[src/design/i2cms_pkg.sv]
// Shared types and constants for the I2C master bit sequencer.
// No dependencies; every other design file refers to this package by scoped names.
package i2cms_pkg;

   localparam int unsigned ADDR_W    = 7;
   localparam int unsigned PAYLOAD_W = 24;
   localparam int unsigned COUNT_W   = 2;
   localparam int unsigned RDATA_W   = 16;
   localparam int unsigned BITCNT_W  = 4;
   localparam int unsigned PTR_W     = 5;

   localparam logic [BITCNT_W-1:0] ADDR_MSB_SLOT = 4'd6;
   localparam logic [BITCNT_W-1:0] LAST_BIT_SLOT = 4'd7;
   localparam logic [BITCNT_W-1:0] ACK_SLOT      = 4'd8;
   localparam logic [BITCNT_W-1:0] BYTE_END_SLOT = 4'd9;

   // Item kinds on the request channel
   localparam logic KIND_TICK  = 1'b0;
   localparam logic KIND_START = 1'b1;

   typedef enum logic [3:0] {
      PH_IDLE         = 4'd0,
      PH_START_BEGIN  = 4'd1,
      PH_START_MIDDLE = 4'd2,
      PH_START_END    = 4'd3,
      PH_PAUSE_BEGIN  = 4'd4,
      PH_PAUSE        = 4'd5,
      PH_PAUSE_END    = 4'd6,
      PH_TRANSIT      = 4'd7,
      PH_STOP_BEGIN   = 4'd8,
      PH_STOP_MIDDLE  = 4'd9,
      PH_STOP_END     = 4'd10
   } phase_type;

   typedef enum logic [1:0] {
      BK_ADDRESS = 2'd0,
      BK_WDATA   = 2'd1,
      BK_RDATA   = 2'd2
   } byte_kind_type;

   typedef struct packed {
      logic                 kind;
      logic [ADDR_W-1:0]    target_address;
      logic [PAYLOAD_W-1:0] write_payload;
      logic [COUNT_W-1:0]   byte_count;
      logic                 read_xfer;
      logic                 stop_enable;
      logic                 sda_in;
   } req_item_type;

   typedef struct packed {
      logic               scl_out;
      logic               sda_out;
      logic               sda_release;
      logic               ready_res;
      logic [RDATA_W-1:0] read_data;
   } rsp_item_type;

endpackage

[src/design/i2cms_channels.sv]
// Valid/ready channel interfaces for the request and result items.
// Depends on i2cms_pkg for field widths.
interface i2cms_req_if;
   logic                            valid;
   logic                            ready;
   logic                            kind;
   logic [i2cms_pkg::ADDR_W-1:0]    target_address;
   logic [i2cms_pkg::PAYLOAD_W-1:0] write_payload;
   logic [i2cms_pkg::COUNT_W-1:0]   byte_count;
   logic                            read_xfer;
   logic                            stop_enable;
   logic                            sda_in;

   modport source (
      output valid, kind, target_address, write_payload, byte_count,
             read_xfer, stop_enable, sda_in,
      input  ready
   );
   modport sink (
      input  valid, kind, target_address, write_payload, byte_count,
             read_xfer, stop_enable, sda_in,
      output ready
   );
endinterface

interface i2cms_rsp_if;
   logic                          valid;
   logic                          ready;
   logic                          scl_out;
   logic                          sda_out;
   logic                          sda_release;
   logic                          ready_res;
   logic [i2cms_pkg::RDATA_W-1:0] read_data;

   modport source (
      output valid, scl_out, sda_out, sda_release, ready_res, read_data,
      input  ready
   );
   modport sink (
      input  valid, scl_out, sda_out, sda_release, ready_res, read_data,
      output ready
   );
endinterface

[src/design/i2c_master_bit_sequencer_unit.sv]
// I2C master bit sequencer. Each request item is one tick (or a start command that
// replaces a tick) and yields one result item with the line levels after that step.
// The unit takes one item per clock while its output register is free: an input register
// feeds the one-step engine update, whose result lands in an output register. An item
// accepted is stepped once the output register is free, and its result is then offered.
// While a result waits to be taken, the input register takes one more item and then
// holds the request side off until the result moves.
// Depends on i2cms_pkg, i2cms_channels and i2cms_engine.
module i2c_master_bit_sequencer_unit (
   input  logic         clock,
   input  logic         reset,
   i2cms_req_if.sink    req_bus,
   i2cms_rsp_if.source  rsp_bus
);

   logic                    in_valid_ff, in_valid_in;
   i2cms_pkg::req_item_type in_item_ff, in_item_in;
   logic                    out_valid_ff, out_valid_in;
   i2cms_pkg::rsp_item_type out_item_ff, out_item_in;
   i2cms_pkg::rsp_item_type step_result;
   i2cms_pkg::req_item_type req_item;
   logic out_free;
   logic step;
   logic req_take;

   assign req_item.kind           = req_bus.kind;
   assign req_item.target_address = req_bus.target_address;
   assign req_item.write_payload  = req_bus.write_payload;
   assign req_item.byte_count     = req_bus.byte_count;
   assign req_item.read_xfer      = req_bus.read_xfer;
   assign req_item.stop_enable    = req_bus.stop_enable;
   assign req_item.sda_in         = req_bus.sda_in;

   assign out_free      = !out_valid_ff || rsp_bus.ready;
   assign step          = in_valid_ff && out_free;
   assign req_bus.ready = !in_valid_ff || step;
   assign req_take      = req_bus.valid && req_bus.ready;

   i2cms_engine u_engine (
      .clock  (clock),
      .reset  (reset),
      .step   (step),
      .item   (in_item_ff),
      .result (step_result)
   );

   always_comb begin
      in_valid_in  = in_valid_ff;
      in_item_in   = in_item_ff;
      out_valid_in = out_valid_ff;
      out_item_in  = out_item_ff;
      if (req_take) begin
         in_valid_in = 1'b1;
         in_item_in  = req_item;
      end else if (step) begin
         in_valid_in = 1'b0;
      end
      if (step) begin
         out_valid_in = 1'b1;
         out_item_in  = step_result;
      end else if (rsp_bus.ready) begin
         out_valid_in = 1'b0;
      end
   end

   always_ff @(posedge clock) begin
      if (reset) begin
         in_valid_ff  <= 1'b0;
         out_valid_ff <= 1'b0;
      end else begin
         in_valid_ff  <= in_valid_in;
         out_valid_ff <= out_valid_in;
      end
      in_item_ff  <= in_item_in;
      out_item_ff <= out_item_in;
   end

   assign rsp_bus.valid       = out_valid_ff;
   assign rsp_bus.scl_out     = out_item_ff.scl_out;
   assign rsp_bus.sda_out     = out_item_ff.sda_out;
   assign rsp_bus.sda_release = out_item_ff.sda_release;
   assign rsp_bus.ready_res   = out_item_ff.ready_res;
   assign rsp_bus.read_data   = out_item_ff.read_data;

   a_step_fills_output: assert property (@(posedge clock) disable iff (reset)
      step |=> out_valid_ff)
      else $error("stepped item produced no result");

   a_blocked_input_holds: assert property (@(posedge clock) disable iff (reset)
      in_valid_ff && !out_free |=> in_valid_ff && $stable(in_item_ff))
      else $error("input register lost a blocked item");

   a_released_sda_high: assert property (@(posedge clock) disable iff (reset)
      out_valid_ff && out_item_ff.sda_release |-> out_item_ff.sda_out)
      else $error("released SDA not reported high");

endmodule

[src/design/i2cms_engine.sv]
// Bit engine state and its one-step update: START, address, data, ACK and STOP phases.
// Depends on i2cms_pkg; instantiated by i2c_master_bit_sequencer_unit.
module i2cms_engine (
   input  logic                    clock,
   input  logic                    reset,
   input  logic                    step,
   input  i2cms_pkg::req_item_type item,
   output i2cms_pkg::rsp_item_type result
);

   i2cms_pkg::phase_type     phase_ff, phase_in;
   i2cms_pkg::byte_kind_type byte_kind_ff, byte_kind_in;
   logic [i2cms_pkg::BITCNT_W-1:0]  bit_counter_ff, bit_counter_in;
   logic [i2cms_pkg::COUNT_W-1:0]   bytes_left_ff, bytes_left_in;
   logic [i2cms_pkg::PTR_W-1:0]     bit_ptr_ff, bit_ptr_in;
   logic [i2cms_pkg::PAYLOAD_W-1:0] tx_shift_ff, tx_shift_in;
   logic [i2cms_pkg::RDATA_W-1:0]   rx_shift_ff, rx_shift_in;
   logic [i2cms_pkg::ADDR_W-1:0]    held_address_ff, held_address_in;
   logic held_direction_ff, held_direction_in;
   logic held_stop_ff, held_stop_in;
   logic sda_level_ff, sda_level_in;
   logic scl_level_ff, scl_level_in;
   logic release_ff, release_in;
   logic ready_flag_ff, ready_flag_in;
   logic [i2cms_pkg::RDATA_W-1:0]   read_hold_ff, read_hold_in;

   logic [i2cms_pkg::PTR_W-1:0] tx_index;
   logic [2:0]                  addr_index;
   logic [i2cms_pkg::ADDR_W:0]  addr_ext;

   // Pointer of 31 (zero byte count) wraps to bit 7
   assign tx_index   = (bit_ptr_ff >= 5'd24) ? bit_ptr_ff - 5'd24 : bit_ptr_ff;
   assign addr_index = i2cms_pkg::ADDR_MSB_SLOT[2:0] - bit_counter_ff[2:0];
   assign addr_ext   = {1'b0, held_address_ff};

   always_comb begin
      phase_in          = phase_ff;
      byte_kind_in      = byte_kind_ff;
      bit_counter_in    = bit_counter_ff;
      bytes_left_in     = bytes_left_ff;
      bit_ptr_in        = bit_ptr_ff;
      tx_shift_in       = tx_shift_ff;
      rx_shift_in       = rx_shift_ff;
      held_address_in   = held_address_ff;
      held_direction_in = held_direction_ff;
      held_stop_in      = held_stop_ff;
      sda_level_in      = sda_level_ff;
      scl_level_in      = scl_level_ff;
      release_in        = release_ff;
      ready_flag_in     = ready_flag_ff;
      read_hold_in      = read_hold_ff;
      if (step) begin
         if (item.kind == i2cms_pkg::KIND_START) begin
            // restart at once: SDA release drops at once, SCL and SDA levels hold until START drives them
            ready_flag_in     = 1'b0;
            phase_in          = i2cms_pkg::PH_START_BEGIN;
            release_in        = 1'b0;
            bit_counter_in    = '0;
            byte_kind_in      = i2cms_pkg::BK_ADDRESS;
            rx_shift_in       = '0;
            held_stop_in      = item.stop_enable;
            tx_shift_in       = item.write_payload;
            held_address_in   = item.target_address;
            held_direction_in = item.read_xfer;
            bytes_left_in     = item.byte_count;
            bit_ptr_in        = 5'({item.byte_count, 3'b000}) - 5'd1;
         end else begin
            unique case (phase_ff)
               i2cms_pkg::PH_START_BEGIN: begin
                  release_in   = 1'b0;
                  sda_level_in = 1'b1;
                  phase_in     = i2cms_pkg::PH_START_MIDDLE;
               end
               i2cms_pkg::PH_START_MIDDLE: begin
                  scl_level_in = 1'b1;
                  phase_in     = i2cms_pkg::PH_START_END;
               end
               i2cms_pkg::PH_START_END: begin
                  sda_level_in = 1'b0;
                  phase_in     = i2cms_pkg::PH_PAUSE_BEGIN;
               end
               i2cms_pkg::PH_PAUSE_BEGIN: begin
                  scl_level_in = 1'b0;
                  if (bit_counter_ff == i2cms_pkg::BYTE_END_SLOT
                        && bytes_left_ff == '0) begin
                     phase_in = i2cms_pkg::PH_STOP_BEGIN;
                  end else begin
                     if (bit_counter_ff == i2cms_pkg::BYTE_END_SLOT) begin
                        if (byte_kind_ff == i2cms_pkg::BK_ADDRESS) begin
                           byte_kind_in = held_direction_ff ? i2cms_pkg::BK_RDATA
                                                            : i2cms_pkg::BK_WDATA;
                        end
                        bit_counter_in = '0;
                     end
                     phase_in = i2cms_pkg::PH_PAUSE;
                  end
               end
               i2cms_pkg::PH_PAUSE: begin
                  if (bit_counter_ff == i2cms_pkg::ACK_SLOT) begin
                     // master ACKs reads, NACK on the last byte
                     sda_level_in = (bytes_left_ff == '0);
                     release_in   = (byte_kind_ff != i2cms_pkg::BK_RDATA);
                  end else begin
                     release_in = (byte_kind_ff == i2cms_pkg::BK_RDATA);
                     if (byte_kind_ff == i2cms_pkg::BK_WDATA) begin
                        sda_level_in = tx_shift_ff[tx_index];
                     end else if (byte_kind_ff == i2cms_pkg::BK_ADDRESS) begin
                        if (bit_counter_ff == i2cms_pkg::LAST_BIT_SLOT) begin
                           sda_level_in = held_direction_ff;
                        end else begin
                           sda_level_in = addr_ext[addr_index];
                        end
                     end
                  end
                  phase_in = i2cms_pkg::PH_PAUSE_END;
               end
               i2cms_pkg::PH_PAUSE_END: begin
                  scl_level_in = 1'b1;
                  phase_in     = i2cms_pkg::PH_TRANSIT;
                  if (byte_kind_ff != i2cms_pkg::BK_ADDRESS
                        && bit_counter_ff == i2cms_pkg::LAST_BIT_SLOT) begin
                     bytes_left_in = bytes_left_ff - 2'd1;
                  end
                  if (bit_counter_ff != i2cms_pkg::ACK_SLOT
                        && byte_kind_ff == i2cms_pkg::BK_WDATA) begin
                     tx_shift_in = {tx_shift_ff[i2cms_pkg::PAYLOAD_W-2:0], 1'b0};
                  end
                  if (bit_counter_ff != i2cms_pkg::ACK_SLOT
                        && byte_kind_ff == i2cms_pkg::BK_RDATA) begin
                     rx_shift_in = {rx_shift_ff[i2cms_pkg::RDATA_W-2:0], 1'b0};
                  end
               end
               i2cms_pkg::PH_TRANSIT: begin
                  if (bit_counter_ff != i2cms_pkg::ACK_SLOT
                        && byte_kind_ff == i2cms_pkg::BK_RDATA) begin
                     rx_shift_in = {rx_shift_ff[i2cms_pkg::RDATA_W-1:1], item.sda_in};
                  end
                  bit_counter_in = bit_counter_ff + 4'd1;
                  phase_in       = i2cms_pkg::PH_PAUSE_BEGIN;
               end
               i2cms_pkg::PH_STOP_BEGIN: begin
                  release_in   = 1'b0;
                  sda_level_in = 1'b0;
                  phase_in     = i2cms_pkg::PH_STOP_MIDDLE;
               end
               i2cms_pkg::PH_STOP_MIDDLE: begin
                  scl_level_in = held_stop_ff;
                  phase_in     = i2cms_pkg::PH_STOP_END;
               end
               i2cms_pkg::PH_STOP_END: begin
                  sda_level_in  = held_stop_ff;
                  ready_flag_in = 1'b1;
                  phase_in      = i2cms_pkg::PH_IDLE;
               end
               default: begin
                  phase_in = i2cms_pkg::PH_IDLE;
               end
            endcase
         end
         if (phase_in == i2cms_pkg::PH_IDLE) begin
            read_hold_in = rx_shift_in;
         end
      end
   end

   always_ff @(posedge clock) begin
      if (reset) begin
         phase_ff          <= i2cms_pkg::PH_IDLE;
         byte_kind_ff      <= i2cms_pkg::BK_ADDRESS;
         bit_counter_ff    <= '0;
         bytes_left_ff     <= '0;
         bit_ptr_ff        <= '0;
         tx_shift_ff       <= '0;
         rx_shift_ff       <= '0;
         held_address_ff   <= '0;
         held_direction_ff <= 1'b0;
         held_stop_ff      <= 1'b0;
         sda_level_ff      <= 1'b1;
         scl_level_ff      <= 1'b1;
         release_ff        <= 1'b0;
         ready_flag_ff     <= 1'b1;
         read_hold_ff      <= '0;
      end else begin
         phase_ff          <= phase_in;
         byte_kind_ff      <= byte_kind_in;
         bit_counter_ff    <= bit_counter_in;
         bytes_left_ff     <= bytes_left_in;
         bit_ptr_ff        <= bit_ptr_in;
         tx_shift_ff       <= tx_shift_in;
         rx_shift_ff       <= rx_shift_in;
         held_address_ff   <= held_address_in;
         held_direction_ff <= held_direction_in;
         held_stop_ff      <= held_stop_in;
         sda_level_ff      <= sda_level_in;
         scl_level_ff      <= scl_level_in;
         release_ff        <= release_in;
         ready_flag_ff     <= ready_flag_in;
         read_hold_ff      <= read_hold_in;
      end
   end

   // Result reflects the state after this step
   always_comb begin
      result.scl_out     = scl_level_in;
      result.sda_out     = release_in | sda_level_in;
      result.sda_release = release_in;
      result.ready_res   = ready_flag_in;
      result.read_data   = read_hold_in;
   end

   a_idle_is_ready: assert property (@(posedge clock) disable iff (reset)
      phase_ff == i2cms_pkg::PH_IDLE |-> ready_flag_ff)
      else $error("engine idle without ready flag");

   // the release from the last ACK slot lasts until STOP_BEGIN drives the line
   a_release_in_bit_phases: assert property (@(posedge clock) disable iff (reset)
      release_ff |-> (phase_ff == i2cms_pkg::PH_PAUSE_BEGIN || phase_ff == i2cms_pkg::PH_PAUSE
                      || phase_ff == i2cms_pkg::PH_PAUSE_END
                      || phase_ff == i2cms_pkg::PH_TRANSIT
                      || phase_ff == i2cms_pkg::PH_STOP_BEGIN))
      else $error("SDA released outside a bit slot");

   a_bit_counter_range: assert property (@(posedge clock) disable iff (reset)
      bit_counter_ff <= i2cms_pkg::BYTE_END_SLOT)
      else $error("bit counter out of range");

endmodule
[src/flat_wrapper.sv]
// flat-port wrapper written by rule: the top's interface ports become plain ports
module i2c_master_bit_sequencer_unit_flat 
  (clock, reset, req_bus_valid, req_bus_kind, req_bus_target_address, req_bus_write_payload, req_bus_byte_count, req_bus_read_xfer, req_bus_stop_enable, req_bus_sda_in, req_bus_ready, rsp_bus_valid, rsp_bus_scl_out, rsp_bus_sda_out, rsp_bus_sda_release, rsp_bus_ready_res, rsp_bus_read_data, rsp_bus_ready);
  i2cms_req_if req_bus_i ();
  i2cms_rsp_if rsp_bus_i ();
  input  logic clock;
  input  logic reset;
  input wire logic [$bits(req_bus_i.valid)-1:0] req_bus_valid;
  input wire logic [$bits(req_bus_i.kind)-1:0] req_bus_kind;
  input wire logic [$bits(req_bus_i.target_address)-1:0] req_bus_target_address;
  input wire logic [$bits(req_bus_i.write_payload)-1:0] req_bus_write_payload;
  input wire logic [$bits(req_bus_i.byte_count)-1:0] req_bus_byte_count;
  input wire logic [$bits(req_bus_i.read_xfer)-1:0] req_bus_read_xfer;
  input wire logic [$bits(req_bus_i.stop_enable)-1:0] req_bus_stop_enable;
  input wire logic [$bits(req_bus_i.sda_in)-1:0] req_bus_sda_in;
  output wire logic [$bits(req_bus_i.ready)-1:0] req_bus_ready;
  output wire logic [$bits(rsp_bus_i.valid)-1:0] rsp_bus_valid;
  output wire logic [$bits(rsp_bus_i.scl_out)-1:0] rsp_bus_scl_out;
  output wire logic [$bits(rsp_bus_i.sda_out)-1:0] rsp_bus_sda_out;
  output wire logic [$bits(rsp_bus_i.sda_release)-1:0] rsp_bus_sda_release;
  output wire logic [$bits(rsp_bus_i.ready_res)-1:0] rsp_bus_ready_res;
  output wire logic [$bits(rsp_bus_i.read_data)-1:0] rsp_bus_read_data;
  input wire logic [$bits(rsp_bus_i.ready)-1:0] rsp_bus_ready;
  assign req_bus_i.valid = req_bus_valid;
  assign req_bus_i.kind = req_bus_kind;
  assign req_bus_i.target_address = req_bus_target_address;
  assign req_bus_i.write_payload = req_bus_write_payload;
  assign req_bus_i.byte_count = req_bus_byte_count;
  assign req_bus_i.read_xfer = req_bus_read_xfer;
  assign req_bus_i.stop_enable = req_bus_stop_enable;
  assign req_bus_i.sda_in = req_bus_sda_in;
  assign req_bus_ready = req_bus_i.ready;
  assign rsp_bus_valid = rsp_bus_i.valid;
  assign rsp_bus_scl_out = rsp_bus_i.scl_out;
  assign rsp_bus_sda_out = rsp_bus_i.sda_out;
  assign rsp_bus_sda_release = rsp_bus_i.sda_release;
  assign rsp_bus_ready_res = rsp_bus_i.ready_res;
  assign rsp_bus_read_data = rsp_bus_i.read_data;
  assign rsp_bus_i.ready = rsp_bus_ready;
  i2c_master_bit_sequencer_unit u_core (.clock(clock), .reset(reset), .req_bus(req_bus_i), .rsp_bus(rsp_bus_i));
endmodule
[config.mk]
export PLATFORM = sky130hd
export DESIGN_NAME = i2c_master_bit_sequencer_unit_flat
export DESIGN_NICKNAME = d
export VERILOG_FILES = /design/src/design/i2cms_pkg.sv /design/src/design/i2cms_channels.sv /design/src/design/i2c_master_bit_sequencer_unit.sv /design/src/design/i2cms_engine.sv /design/src/flat_wrapper.sv
export SDC_FILE = /design/constraint.sdc
export NUM_CORES = 1
export LEC_CHECK = 0
export BUFFER_PORTS_ARGS = -buffer_cell sky130_fd_sc_hd__buf_2
export CORE_MARGIN = 2
export CORE_UTILIZATION = 58
export CTS_CLUSTER_SIZE = 20
export DETAILED_ROUTE_END_ITERATION = 10
export GPL_ROUTABILITY_DRIVEN = 0
export PLACE_DENSITY = 0.79
export SYNTH_ARGS = -nofsm -noshare
export SYNTH_HDL_FRONTEND = slang
export SYNTH_SLANG_ARGS = --single-unit
[constraint.sdc]
create_clock -name clock -period 2.9 [get_ports clock]
set_input_delay 0.29 -clock clock [delete_from_list [all_inputs] [get_ports clock]]
set_output_delay 0.29 -clock clock [all_outputs]
set_load 0.01 [all_outputs]
Word-level counts from Yosys, hierarchy flattened
Cells that the tools add are included.
{"block": "totals", "inputBits": 41, "ff_bits": 145, "output_inout_bits": 22, "word_cells": 142}
{"block": "op_classes", "n_reduce_logical": 32, "order_cmp": 3, "add_sub_neg": 5, "mux": 52, "n_bitwise": 1, "eq_ne": 20}
{"op": "$mux 24", "count": 3}
{"op": "$mux 16", "count": 4}
{"op": "$pmux 16 s2", "count": 1}
{"op": "$pmux 4 s8", "count": 1}
{"op": "$mux 4", "count": 6}
{"op": "$mux 1", "count": 21}
{"op": "$eq 4x3->1 const B", "count": 5}
{"op": "$eq 4x4->1 const B", "count": 5}
{"op": "$mux 2", "count": 9}
{"op": "$reduce_bool 2->1", "count": 9}
{"op": "$eq 4x2->1 const B", "count": 2}
{"op": "$pmux 4 s2", "count": 1}
{"op": "$reduce_or 2->1", "count": 4}
{"op": "$logic_and 1x1->1", "count": 6}
{"op": "$lt 5x6->1 const B", "count": 1}
{"op": "$ne 3x2->1 const B", "count": 2}
{"op": "$reduce_and 3->1", "count": 2}
{"op": "$bmux 1 s5", "count": 1}
{"op": "$ge 5x5->1 const B", "count": 1}
{"op": "$mux 5", "count": 1}
{"op": "$reduce_and 5->1", "count": 1}
{"op": "$sub 5x1->5 const B", "count": 1}
{"op": "$sub 5x5->5 const B", "count": 1}
{"op": "$add 4x1->4 const B", "count": 1}
{"op": "other kinds (21)", "count": 24}

Longest topological paths before layout
Gate-level depths: netlist (run 1).
{"block": "logic_depth", "ltp_word": 11, "ltp_mapped": 11}

Cells and area by module
A second synthesis (run 1) with hierarchy kept.
{"block": "unflattened", "hier_cells": 541, "area_unflattened_um2": 6002.0}
{"module": "i2cms_engine", "n_inst": 1, "seq_area_each_um2": 1681.6, "area_each_um2": 4186.5, "cells_each": 474}
{"module": "i2c_master_bit_sequencer_unit", "n_inst": 1, "seq_area_each_um2": 1751.7, "area_each_um2": 1815.5, "cells_each": 67}

Least setup slack after synthesis (run 1)
No wires, ideal clock.
{"block": "synth_timing", "path_type": "register to register", "start": "register u_core.u_engine.bit_counter_ff[0] in the netlist's numbering", "end": "register u_core.u_engine.rx_shift_ff[6] in the netlist's numbering", "arrival_time_ns": 1.986, "t_required_ns": 2.835, "synth_period_minus_slack_ns": 2.051, "stages_incl_launch_ff": 11, "n_path_buf": 2, "path_slack_ns": 0.849, "path_cell_list": "dfxtp_1 -> inv_1 -> ha_1 -> nand3b_1 -> ha_1 -> and3_1 -> buf_4 -> o21ai_1 -> clkbuf_1 -> a22oi_1 -> nor2_1"}
{"block": "synth_via", "elab_chain_cells": 5}
{"element": "from (decl)", "line": "i2cms_engine.sv:13", "rtl": "logic [i2cms_pkg::BITCNT_W-1:0] bit_counter_ff, bit_counter_in;"}
{"element": "from (signal assigned)", "line": "i2cms_engine.sv:186", "rtl": "bit_counter_ff <= bit_counter_in;"}
{"element": "$ne 4x4->1", "line": "i2cms_engine.sv:128", "rtl": "if (bit_counter_ff != i2cms_pkg::ACK_SLOT"}
{"element": "$logic_and 1x1->1", "line": "i2cms_engine.sv:129", "rtl": "&& byte_kind_ff == i2cms_pkg::BK_RDATA) begin"}
{"element": "$mux 16", "line": "i2cms_engine.sv:128"}
{"element": "$pmux 16 s2", "line": "i2cms_engine.sv:68", "rtl": "unique case (phase_ff)"}
{"element": "$mux 16", "line": "i2cms_engine.sv:53", "rtl": "if (item.kind == i2cms_pkg::KIND_START) begin"}
{"element": "to (signal assigned)", "line": "i2cms_engine.sv:190", "rtl": "rx_shift_ff <= rx_shift_in;"}
{"element": "to (decl)", "line": "i2cms_engine.sv:17", "rtl": "logic [i2cms_pkg::RDATA_W-1:0] rx_shift_ff, rx_shift_in;"}
Every way passes these cells.
A chain may end at the register's enable or synchronous reset.

Worst setup path after layout (run 1)
{"block": "layout_timing", "start": "register u_core.u_engine.bit_counter_ff[0] in the netlist's numbering", "end": "register u_core.u_engine.rx_shift_ff[8] in the netlist's numbering"}
Same word-level chain as after synthesis.

==> results of run 1 <==
## power by group through the flow
stage               sequential (mW)  clock (mW)  combinational, mW
floorplan                      2.24           0              0.151
global placement               2.24           0              0.229
detailed placement             2.24           0              0.238
CTS                            2.20        2.27              0.278
global route                   2.21        2.37              0.309
finish                         2.20        2.26              0.282
## synthesized netlist by cell type (2+ instances only)
cell / instances / share of area [%]
o21ai_1: 11 / 0.94
buf_2: 6 / 0.52
edfxtp_1: 57 / 29
a21oi_1: 28 / 2.4
nor4_1: 4 / 0.43
a32o_1: 2 / 0.34
nor3b_1: 3 / 0.39
xnor2_1: 4 / 0.60
mux2_2: 3 / 0.58
buf_1: 3 / 0.19
a2bb2oi_1: 2 / 0.30
nand3b_1: 4 / 0.52
nand2b_1: 2 / 0.21
buf_6: 2 / 0.39
clkbuf_1: 27 / 1.7
a31oi_1: 4 / 0.43
nand3_1: 4 / 0.34
mux2i_1: 42 / 7.2
o31ai_1: 2 / 0.26
inv_1: 12 / 0.77
a22oi_1: 16 / 2.1
o21ai_0: 10 / 0.86
o22ai_1: 2 / 0.21
nand4b_1: 2 / 0.30
nor2b_1: 20 / 2.1
a211oi_1: 26 / 3.3
nor3_1: 9 / 0.77
dfxtp_1: 86 / 30
nand2_1: 50 / 3.2
nor2_1: 57 / 3.7
and2_1: 2 / 0.21
nand4_1: 3 / 0.32
ha_1: 5 / 1.1
## state kept, by name, indices dropped and copies added, names as in the netlist, 2 cells and up
| name | cells |
|---|---|
| u_core.u_engine.bit_counter_ff | 4 |
| u_core.in_item_ff | 37 |
| u_core.u_engine.rx_shift_ff | 16 |
| u_core.u_engine.read_hold_ff | 16 |
| u_core.u_engine.bit_ptr_ff | 3 |
| u_core.u_engine.bytes_left_ff | 2 |
| u_core.u_engine.byte_kind_ff | 2 |
| u_core.u_engine.tx_shift_ff | 24 |
| u_core.u_engine.phase_ff | 4 |
| u_core.rsp_bus.read_data | 16 |
| u_core.u_engine.held_address_ff | 7 |
## per-stage QoR
step,hold WS (ns),setup slack [ns],instances,instance area (um2)
after global placement,0.444,0.503,705,6240
after CTS,0.0393,0.269,774,7230
final,0.0294,0.224,774,7230
after global routing,0.0417,0.0405,774,7230
after detailed placement,0.452,0.357,705,6240
after floorplan,0.389,0.849,536,5830
## tightest hold or removal path, cell delays in order
cell and delay [ns]:
buf_2 0.09, a21oi_1 0.04, nor2_1 0.10
## cell families (layout without fill, tap and decap cells)
kind of cell,after synthesis,in the layout,synth area share (%)
AOI/OAI and AO/OA,117,117,13.5
xor gates and xnor gates,5,5,0.751
adders and majority gates,5,5,1.07
buffers and inverters,51,156,3.74
DFF,143,143,58.9
muxes,46,46,8.18
and+or+nand+nor,169,169,13.9
## per-layer routing
metal | GRT usage [%] | vias to the layer above
met5 | 0 | -
met4 | 7.05 | 0
met3 | 5.83 | 13
met2 | 42.0 | 125
met1 | 28.8 | 2037
li1 | - | 2118
## worst max-delay path by stage
stage,slack (ns),to,startpoint,cells past startpoint
4_1_cts,0.27,u_core.u_engine.rx_shift_ff[8],u_core.u_engine.bit_counter_ff[0],8
6_report,0.22,u_core.u_engine.rx_shift_ff[8],u_core.u_engine.bit_counter_ff[0],8
5_1_grt,0.04,u_core.u_engine.rx_shift_ff[11],u_core.u_engine.bit_counter_ff[0],8
2_1_floorplan,0.85,u_core.u_engine.rx_shift_ff[6],u_core.u_engine.bit_counter_ff[0],10
3_3_place_gp,0.50,u_core.u_engine.rx_shift_ff[11],u_core.u_engine.bit_counter_ff[0],8
3_5_place_dp,0.36,u_core.u_engine.rx_shift_ff[15],u_core.u_engine.bit_counter_ff[0],8
## final cells by class
cell class                      count  area share (%)
Clock inverter                     14            2.82
Sequential cell                   143            47.5
Timing Repair Buffer              112            10.8
Multi-Input combinational cell    342            30.2
Inverter                           12           0.623
Tap cell                          133            2.30
Clock buffer                       18            5.78
==> impl_metrics.ini, run 1 <==
[logic_synthesis]
synthDistinctLibCells = 59
synth_edf_count = 57
synthesis.area_um2 = 5830
synthCells = 536
synth_ff_type = dfxtp_1
async_flop_share_pct = 0
synth-seq-cells = 143
ys_seq_area_share_pct = 58.9
yosys_warnings = 0
synth_nets = 582
avgSynthCellArea_um2 = 10.9

[drt]
drtAntennaViolNets = 0
vias = 4293
dr.pass1.iters = 5
drc = 0
dr.max_layer_used = met4
dr_wl_met3_um = 518
drt-total-wl_mm = 12.3
wl_met2_mm = 6.28
via_per_inst = 5.55
drt_iter0_drc = 213
wl_per_cell_um = 15.9
routedLengthMet1_mm = 5.38

[floorplanning]
ios = 63
core_area_um2 = 9770
num_rows = 36
dieArea_um2 = 10900
die_h_um = 104
fp.dieW_um = 104
initial_core_util_pct = 59.6

[setup_path]
startpoint_type = register
r2r_end = u_core.u_engine.rx_shift_ff[8]
rrSetupSlack_ns = 0.22
cp-end-kind = register
cp.arrival_ns = 3.13
max_stage_delay_ns = 0.69
r2r-start = u_core.u_engine.bit_counter_ff[0]
crit_slowest_cell = and2_0
rr_worst_depth = 8
critical_path.most_common_cell = ha_1
path_class = reg2reg
path_max_fanout = 15
critical-path-top-delay-family = simple AND/OR/NAND/NOR gates
crit_buf_inv = 1
crit_path_cell_trace = inv_1 -> ha_1 -> nand3b_1 -> ha_1 -> and3_1 -> and2_0 -> a22oi_1 -> nor2_1
cp.required_ns = 3.36

[timing]
worst_pin_slew_ns = 1.03
setup_viol = 0
hold_violations = 0
fin_crit_sh_pct = 92.3
setup_tns_ns = 0
fin_crit_ns = 2.68
skew_ns = 0.0125
finalMaxSlewViolations = 0
fmaxAchievable_mhz = 374
rsz0062_at_grt = no
slew_headroom_pct = 30.6

[finish]
final_core_util_pct = 74.0
multi_input_area_um2 = 2180
diodes = 0
areaGrowthSynthToFinish_pct = 24.0
regArea_um2 = 3430
nets = 674
fillers = 680
layout_common_cells = 86 x dfxtp_1, 62 x buf_2, 57 x nor2_1, 57 x edfxtp_1, 50 x nand2_1
layout-drive-gt1-share_pct = 18.9
layout_commonest_cell = dfxtp_1

[power_and_ir_drop]
pwr-share-comb_pct = 5.9
p_int_mw = 3.70
powerDensity_nw_per_um2 = 657
swShare_pct = 22.0
p_switching_mw = 1.04
ir_drop_v = 0.000454
p_total_mw = 4.75
pwr-share-clk_pct = 47.7
p_leak_nw = 2.61
p_seq_share_pct = 46.4

[clock_tree]
htreeDepth = 4
clkSinkCount = 143
root_buffer = clkbuf_8
cts_resized = 0
path_clk_slew_ns = 0.06
clock_latency_ns = 0.53
cts_hold_buf = 37
cts_tree = yes
numCtsBuffers = 17
postCtsSetupRepairBufs = 0
clockBufferDepth = 2

[hold_path]
hp-start = req_bus_valid
hold_path_depth = 3
min_to = u_core.in_valid_ff
hold_path_class = in2reg

[status]
status = finished, final reports clean

[placement]
io_buffers = 62
place_hpwl_mm = 7.21

[global_route]
grt_pass1_wl_mm = 20.3
antenna_found_initial = 0
grtUsageTotal_pct = 23.8
grt_max_degree = 47
overflow = 0
first_global_vias = 4210

[flow_run]
cap_violations = 0
Note: power is estimated with default switching activity, not from simulation.
==> run 2, diff against run 1 <==
--- a/config.mk
+++ b/config.mk
@@ -5,8 +5,9 @@
 export SDC_FILE = /design/constraint.sdc
 export NUM_CORES = 1
 export LEC_CHECK = 0
+export ABC_CLOCK_PERIOD_IN_PS = 2900
 export BUFFER_PORTS_ARGS = -buffer_cell sky130_fd_sc_hd__buf_2
-export CORE_MARGIN = 2
+export CORE_MARGIN = 1.5
 export CORE_UTILIZATION = 58
 export CTS_CLUSTER_SIZE = 20
 export DETAILED_ROUTE_END_ITERATION = 10
@@ -14,4 +15,5 @@
 export PLACE_DENSITY = 0.79
 export SYNTH_ARGS = -nofsm -noshare
 export SYNTH_HDL_FRONTEND = slang
+export SYNTH_HIERARCHICAL = 1
 export SYNTH_SLANG_ARGS = --single-unit
==> impl_metrics.ini, run 2 <==
[finish]
nets = 676
multi_input_area_um2 = 2310
areaGrowthSynthToFinish_pct = 23.6
fillers = 670
regMostFlops = u_core/in_item_ff
largestRegisters = u_core/in_item_ff x37, u_core/u_engine/tx_shift_ff x24
layout-drive-gt1-share_pct = 20.9
layout_common_cells = 86 x dfxtp_1, 62 x buf_2, 57 x edfxtp_1, 57 x nor2_1, 49 x nand2_1
largest_reg_flops = 37
regArea_um2 = 3430
diodes = 0
instances_no_fill = 775
layout_commonest_cell = dfxtp_1

[placement]
placed_cells = 706
place_hpwl_mm = 6.95
io_buffers = 62

[logic_synthesis]
synth_xor_area_share_pct = 0.438
ys_seq_area_share_pct = 57.2
avgSynthCellArea_um2 = 11.1
synth_top_family_by_area = simple AND/OR/NAND/NOR gates
synth_ff_type = dfxtp_1
synthesis.area_um2 = 6000
synth_edf_count = 57
synthMuxAreaShare_pct = 7.71
netlist_top_cells_count = 86 x dfxtp_1, 57 x edfxtp_1, 57 x nor2_1
synth_nets = 587
yosysMostFrequentCell = dfxtp_1
synthAdderAreaFrac_pct = 1.04
async_flop_share_pct = 0
synth_compound_area_share_pct = 14.4
synth_area_leader_cell = dfxtp_1
synth-seq-cells = 143
synth_area_leaders = dfxtp_1 29%, edfxtp_1 29%, mux2i_1 7.3%, nor2_1 3.6%, nand2_1 3.1%
synthDistinctLibCells = 64
yosys_warnings = 6
synth_simple_gate_area_share_pct = 14.6
synthCells = 541
synth_top_cell_area_share_pct = 28.7

[clock_tree]
numCtsBuffers = 17
cts_resized = 0
root_buffer = clkbuf_8
htreeDepth = 4
clkSinkCount = 143
path_clk_slew_ns = 0.06
clockBufferDepth = 2
cts_tree = yes
clock_latency_ns = 0.51

[timing]
finalMaxSlewViolations = 0
hold_violations = 0
worst_pin_slew_ns = 0.587
fin_crit_sh_pct = 90.0
fmaxAchievable_mhz = 383
hold-worst-slack_ns = 0.0479
slew_headroom_pct = 60.3
setup_viol = 0
fin_crit_ns = 2.61
rsz0062_at_grt = no
skew_ns = 0.0125
setup_tns_ns = 0

[global_route]
antenna_found_initial = 0
grt_max_degree = 48
grtUsageTotal_pct = 23.8
grt_pass1_wl_mm = 20.6
overflow = 0
first_global_vias = 4343

[drt]
drtAntennaViolNets = 0
drt_iter0_drc = 225
via_per_inst = 5.59
drc = 0
drt-total-wl_mm = 12.4
wl_per_cell_um = 16.0
vias = 4333
dr.pass1.iters = 5

[power_and_ir_drop]
ir_drop_v = 0.000486
powerDensity_nw_per_um2 = 666
p_leak_nw = 2.69
p_total_mw = 4.94

[status]
status = finished, final reports clean

[setup_path]
cp-end-kind = register
path_max_fanout = 17
cp.required_ns = 3.33
startpoint_type = register
path_class = reg2reg
crit_path_start = u_core/u_engine/bit_counter_ff[1]
r2r-start = u_core/u_engine/bit_counter_ff[1]
cp.arrival_ns = 3.04
rrSetupSlack_ns = 0.29

[floorplanning]
ios = 63
core_area_um2 = 9910
fp.dieW_um = 105
initial_core_util_pct = 60.6
dieArea_um2 = 11000
num_rows = 36
die_h_um = 105

[hold_path]
hp-start = req_bus_valid
hold_path_class = in2reg

[flow_run]
cap_violations = 0
-- run 2: kinds of logic after synthesis --
kind of cell               Yosys count
muxes                               45
adders and majority gates            5
buffers and inverters               54
AOI/OAI and AO/OA                  117
DFF                                143
xor gates and xnor gates             3
and+or+nand+nor                    174
-- run 2: final cells by class --
class | instances | share of cell area (%)
Tap cell | 133 | 2.24
Clock inverter | 12 | 3.12
Timing Repair Buffer | 111 | 10.8
Inverter | 13 | 0.658
Sequential cell | 143 | 46.3
Clock buffer | 19 | 5.82
Multi-Input combinational cell | 344 | 31.1
-- run 2: final timing paths --
| kind | endpoint | cells after the start |
|---|---|---|
| worst min-delay path | u_core/in_valid_ff | 3 |
| worst max-delay path | u_core/u_engine/rx_shift_ff[8] | 11 |
| worst min register to register | u_core/u_engine/held_address_ff[5] | 2 |
| worst max register to register | u_core/u_engine/rx_shift_ff[8] | 11 |
-- run 2: worst max-delay path, stage by stage, from the launching register on --
cell and delay (ns):
dfxtp_1 0.33, inv_1 0.09, ha_1 0.15, and3b_1 0.25, inv_1 0.08, ha_1 0.19, and4b_1 0.24, and2b_1 0.20
buf_12 0.16, o21ai_2 0.47, a22oi_1 0.21, nor2_1 0.14
-- run 2: report_power, final --
part / leakage [nW] / switching [mW] / total, mW / internal (mW)
clock: 0.320 / 0.833 / 2.43 / 1.60
sequential: 1.23 / 0.0434 / 2.21 / 2.17
combinational: 1.14 / 0.161 / 0.295 / 0.134
total: 2.69 / 1.04 / 4.94 / 3.90
-- run 2: layer usage --
layer	global-route usage [%]	wire, um
met3	4.05	549
met1	29.7	5290
met5	0	0
met2	41.0	6370
met4	9.30	148
-- run 2: repair_timing --
action	4_1_cts	5_1_grt
buffers inserted	0	0
setup endpoints to repair	0	0
hold buffers	38	0
endpoints found under the hold margin	39	0
-- run 2: metrics by stage --
step | instance area (um2) | utilization, % | setup slack, ns
2_1_floorplan | 6000 | - | 0.595
3_3_place_gp | 6370 | 64.3 | 0.497
3_5_place_dp | 6370 | 64.3 | 0.338
4_1_cts | 7420 | 74.8 | 0.307
5_1_grt | 7420 | 74.8 | 0.0674
6_report | 7420 | 74.8 | 0.290
